[config.mk]
export PLATFORM = sky130hd
export DESIGN_NAME = spcc_fifo
export DESIGN_NICKNAME = d
export VERILOG_FILES = /design/src/rtl/spcc_fifo.sv
export SDC_FILE = /design/constraint.sdc
export NUM_CORES = 1
export LEC_CHECK = 0
export BUFFER_PORTS_ARGS = -buffer_cell sky130_fd_sc_hd__buf_2
export CORE_UTILIZATION = 52
export DETAILED_ROUTE_END_ITERATION = 7
export PLACE_DENSITY = 0.91
export SLEW_MARGIN = 20
export SYNTH_ARGS = -nofsm -noshare
export SYNTH_HDL_FRONTEND = slang
export SYNTH_SLANG_ARGS = --single-unit
[constraint.sdc]
create_clock -name clk -period 3.1 [get_ports clk]
set_input_delay 0.775 -clock clk [delete_from_list [all_inputs] [get_ports clk]]
set_output_delay 0.775 -clock clk [all_outputs]
set_load 0.03 [all_outputs]
[src/rtl/spcc_fifo.sv]
module spcc_fifo #(
	parameter int W = 8
) (
	input  logic         clk,
	input  logic         arst_n,
	input  logic         in_valid,
	output logic         in_ready,
	input  logic [W-1:0] in_data,
	output logic         out_valid,
	input  logic         out_ready,
	output logic [W-1:0] out_data
);

	logic [W-1:0] mem_q [0:1];
	logic         wr_q;
	logic         rd_q;
	logic [1:0]   cnt_q;
	logic         push;
	logic         pop;

	// Full and empty come straight from the count register
	assign in_ready  = (cnt_q != 2'd2);
	assign out_valid = (cnt_q != 2'd0);
	assign out_data  = mem_q[rd_q];
	assign push      = in_valid && in_ready;
	assign pop       = out_valid && out_ready;

	// Advance pointers and count
	always_ff @(posedge clk or negedge arst_n) begin
		if (!arst_n) begin
			wr_q  <= 1'b0;
			rd_q  <= 1'b0;
			cnt_q <= 2'd0;
		end else begin
			if (push) wr_q <= ~wr_q;
			if (pop) rd_q <= ~rd_q;
			if (push && !pop) cnt_q <= cnt_q + 2'd1;
			else if (pop && !push) cnt_q <= cnt_q - 2'd1;
		end
	end

	// Store the entry
	always_ff @(posedge clk) begin
		if (push) mem_q[wr_q] <= in_data;
	end

`ifndef SYNTH
	a_cnt_range: assert property (@(posedge clk) disable iff (!arst_n)
		cnt_q != 2'd3) else $error("fifo count out of range");
	a_no_push_full: assert property (@(posedge clk) disable iff (!arst_n)
		cnt_q == 2'd2 && !pop |=> cnt_q == 2'd2) else $error("fifo lost an entry");
	a_rd_follows: assert property (@(posedge clk) disable iff (!arst_n)
		pop |=> rd_q != $past(rd_q)) else $error("fifo read pointer stuck");
`endif

endmodule

# ---- Word level (Yosys, flattened, before mapping)
# Memory sizes are Yosys's and may differ from the RTL's.
# Cells that the tools add are included.
dict set report word_totals {
  register_bits 4
  ramBits 16
  word_cells 21
  mem_count 1
}
dict set report classes {
  add_sub_neg 2
  eq_ne 1
  muxes 4
  bitwise_logic 2
  reduce_logical 8
}
# name depth width rd rd_clocked_by_memory_dff write_ports line
set memory_table {}
lappend memory_table {mem_q 2 8 1 0 1 14} ;# logic [W-1:0] mem_q [0:1];
# op count
set ops {}
lappend ops {{logical AND 1 bit} 4}
lappend ops {{two-way mux 2 bit} 2}
lappend ops {{nonzero test 2 bit} 2}
lappend ops {{adder 2 x 1 -> 2 bit (second input constant)} 1}
lappend ops {{logical NOT 1 bit} 2}
lappend ops {{two-way mux 1 bit} 2}
lappend ops {{inequality test 2 bit (second input constant)} 1}
lappend ops {{inverter 1 bit} 2}
lappend ops {{subtractor 2 x 1 -> 2 bit (second input constant)} 1}

# ---- Longest topological paths before layout
dict set report depth {
  word_depth 6
  depth_mapped 7
  mapped_depth_nobuf 7
}

# ---- Least setup slack after synthesis
# OpenSTA, ideal clock, no wires.
dict set report synth_path {
  path_kind {reg-to-output}
  startpoint {register rd_q}
  endpoint {output port out_data[0]}
  arrival_ps 915
  t_required_ps 2325
  path_slack_ps 1410
  path_stages_with_launch 3
  cell_sequence {dfrtp_1 -> buf_2 -> mux2_2}
}
dict set report synth_between {
  elab_chain_cells 1
}
# item line
set synth_rtl {}
lappend synth_rtl {{start: declaration} 16} ;# logic rd_q;
lappend synth_rtl {{start signal: assignment} 36} ;# if (pop) rd_q <= ~rd_q;
lappend synth_rtl {{memory (2 x 8 bit)} --}
lappend synth_rtl {{end: declaration} 11} ;# output logic [W-1:0] out_data
# Every way passes these cells.

# ---- Worst setup path in the final report
dict set report layout_path {
  startpoint {register rd_q}
  endpoint {output port out_data[6]}
}
# The elaborated chain is that of the path after synthesis.

==> results list <==
* Result of the run: complete, no violations
- Leakage dissipation: 0.384 nW
* Overall Global Routing Usage: between 10% and 20%
- Setup violations remaining at the end of the flow were counted as 0.
- The endpoint identified for the worst register-to-register timing path is mem_q[0][0].
- Post-DP HPWL: 1010 µm
* Largest net degree at the start of global routing: 12
- RR Startpoint: cnt_q[0]
- Die boundary height: 40.9 µm
- STA classifies the critical path endpoint as an output pin.
- Static timing analysis puts the maximum clock frequency at roughly 450 MHz.
- Synthesis handed over a netlist of 43 instances.
- Wires add up to about 1300 µm.
* Share of the clock period used by the worst path after layout: 71.2%
* Buffers added on ports: 21
- Sequential elements use roughly 74% of the synthesized area.
- The total area inside the core boundary comes to about 1400 µm².
- Total power density per cell area: between 1000 and 1500 nW/µm²
* Clock buffer count from CTS: 3
* Data arrival at the endpoint of the critical path: 1.43 ns
- Count of TritonRoute iterations in the first routing pass: 4
- Across the routed clock network, the largest skew measured is ~0.0052 ns.
- Final std cell area, no fill: just over 900 µm²
- For the worst-skew pair, the clock arrives at the later sink with an insertion delay of 0.29 ns.
- The average instance in the mapped netlist occupies ~18 µm².
- The placed instances occupy a cell area of a little over 900 µm².
- Via count of the first global-routing pass: 430
- Number of synthesized flops with an enable pin: 16
* Number of slew-limit violations in the final report: 0
* Worst path cell trace: mux2_2 > buf_2
- Along the worst path, the maximum fanout reaches 9.
- Most common cell after layout, fill and taps aside: buf_2
- Number of antenna-violating nets in the routed design: 0
* Net count after synthesis: 56
* Max_cap viols: 0
* Number of antenna violations at the first check in global routing: 0
* Type of the worst setup path: reg -> out
- Via total after detailed routing: slightly above 400
- Placer Congestion: 0.747
* Worst-path cell with the longest stage delay: dfrtp_1
* Hold violation count in the final report: 0
* Count of boundary I/O pins: 22
- Post-CTS timing repair inserted 0 buffers for setup.
* Largest vdd supply drop: between 0.0005 and 0.0006 V
- Clock H-tree levels: 1
- After floorplanning, the core was divided into 13 placement rows.
- Dividing the detail-routed via count by the number of cells gives between 5 and 6.
* Final cell count without fillers: 82
* Die Width: 40.9 µm
- Register bit total from synthesis: 20
- Count of unique library cells instantiated by Yosys: 14
- For this block, the initial DRC count from the detailed router was 10.
- Antenna diodes: 0
- Wire length per cell after detailed routing: 16.3 µm
- Worst Setup Start Kind: register
- Prevailing post-synth register cell: edfxtp_1
- Clock sink count: 20
- Once placement completed, the tool counted placed cells totaling 78.
- Global-route wire length before repair: 1990 µm
* Post-CTS sizing: 0
- Number of nets at the end of the flow: between 80 and 90
- Clock-pin slew was measured on the worst setup and hold paths at 0.11 ns.
- Longest Clk Path Bufs: 2
- CTS placed an instance of clkbuf_4 at the clock tree root.
* Proportion of register bits with asynchronous set or reset after synthesis: 20.0%
* Hold bufs inserted after CTS: 0
- Layout cell share with drive strength beyond 1: between 50% and 60%
- Remaining global-route overflow: 0
- RSZ-0062 raised after global routing: false
- Number of synthesis warnings: 0
- The initial utilization of the core area, before any placement, comes to 58.3%.
- The top cell types in the final layout, fill and taps aside, are buf_2 (21), edfxtp_1 (16), mux2_2 (8).
- Slew headroom: a little over half
* Actual transition at the worst max-transition pin: around 0.69 ns
- CTS tree: done
- Counting cells, the worst reg-to-reg path comes to 3.
- For the worst setup path, the data required time is roughly 2.3 ns.
- Post-synth design cell area: 787 µm²
- The setup check on the worst reg-to-reg path leaves a slack of approximately 1.5 ns.
- For this run, design rule violations remaining after detail routing come to 0.
- Worst min path class: in -> async
- From synthesis to final layout, the design area changed by 18.4%.
- Die area: ~1700 µm²
- The worst path in the final design needs a cycle of 2.21 ns, including I/O delays and setup.
- In the final timing run, aggregate negative setup slack is 0 ns.
* Slowest Stage Delay on Critical Path: ~0.58 ns
per-layer routing:
layer  part of all wire, %  vias up  wire [µm]  global-route usage [%]
li1                      -      202          -                       -
met1                    42      197        567                    22.7
met2                    54       11        725                    35.2
met3                   2.3        2         31                    1.63
met4                   1.1        0         15                    7.50
met5                     0        -          0                       0
per-stage QoR:
stage | hold slack, ns | power (mW) | util, % | worst slack, ns
after floorplan | 0.461 | 0.736 | - | 1.41
after global placement | 0.478 | 0.814 | 67.1 | 1.23
after detailed placement | 0.493 | 0.840 | 67.1 | 1.21
after CTS | 0.276 | 0.958 | 69.0 | 0.879
after global routing | 0.264 | 1.00 | 69.0 | 0.838
final | 0.274 | 0.953 | 69.0 | 0.894
cells in the mapped netlist (all sizes together) (2+ instances only):
library cell / count / area share [%]
dfrtp: 4 / 13
edfxtp: 16 / 61
mux2: 8 / 11
nand2: 2 / 1.9
nor2: 2 / 0.95
xnor2: 3 / 3.3
xor2: 2 / 2.2
layout make-up:
cell class	instances	area (µm²)
Sequential cell	20	581
Clock buffer	3	22.5
Multi-Input combinational cell	21	198
Inverter	1	3.75
Fill cell	96	418
Tap cell	15	18.8
Clock inverter	1	3.75
Timing Repair Buffer	21	105
cell families after synthesis:
family / after synthesis / share of synthesized area (%)
flip-flops: 20 / 73.8
AND/OR/NAND/NOR: 7 / 6.52
multiplexers: 8 / 11.4
adder cells (fa/ha/maj): 1 / 1.59
XOR/XNOR: 5 / 5.57
buffers and inverters: 2 / 1.11
worst max-delay path, delay by kind of cell, from the launching register on:
kind,cells,cell delay (ns)
buf+inv,1,0.18
flops,1,0.58
mux,1,0.38
report_power, final:
part           switching (mW)  total [mW]  internal (mW)  leakage, nW
sequential             0.0614       0.437          0.376        0.195
combinational           0.236       0.394          0.158        0.173
clock                  0.0748       0.122         0.0467       0.0154
flip-flops by register name, summed over array words and instances, names as in the netlist:
signal / count
cnt_q: 2
mem_q: 16
rd_q: 1
wr_q: 1
worst max path at each step:
stage / startpoint / endpoint / slack [ns] / cells past startpoint
detailed placement: rd_q / out_data[7] / 1.21 / 2
global placement: rd_q / out_data[7] / 1.23 / 2
global route: rd_q / out_data[7] / 0.84 / 2
CTS: rd_q / out_data[7] / 0.88 / 2
floorplan: rd_q / out_data[0] / 1.41 / 2
finish: rd_q / out_data[6] / 0.89 / 2
Power figures use the tool's default switching activity.
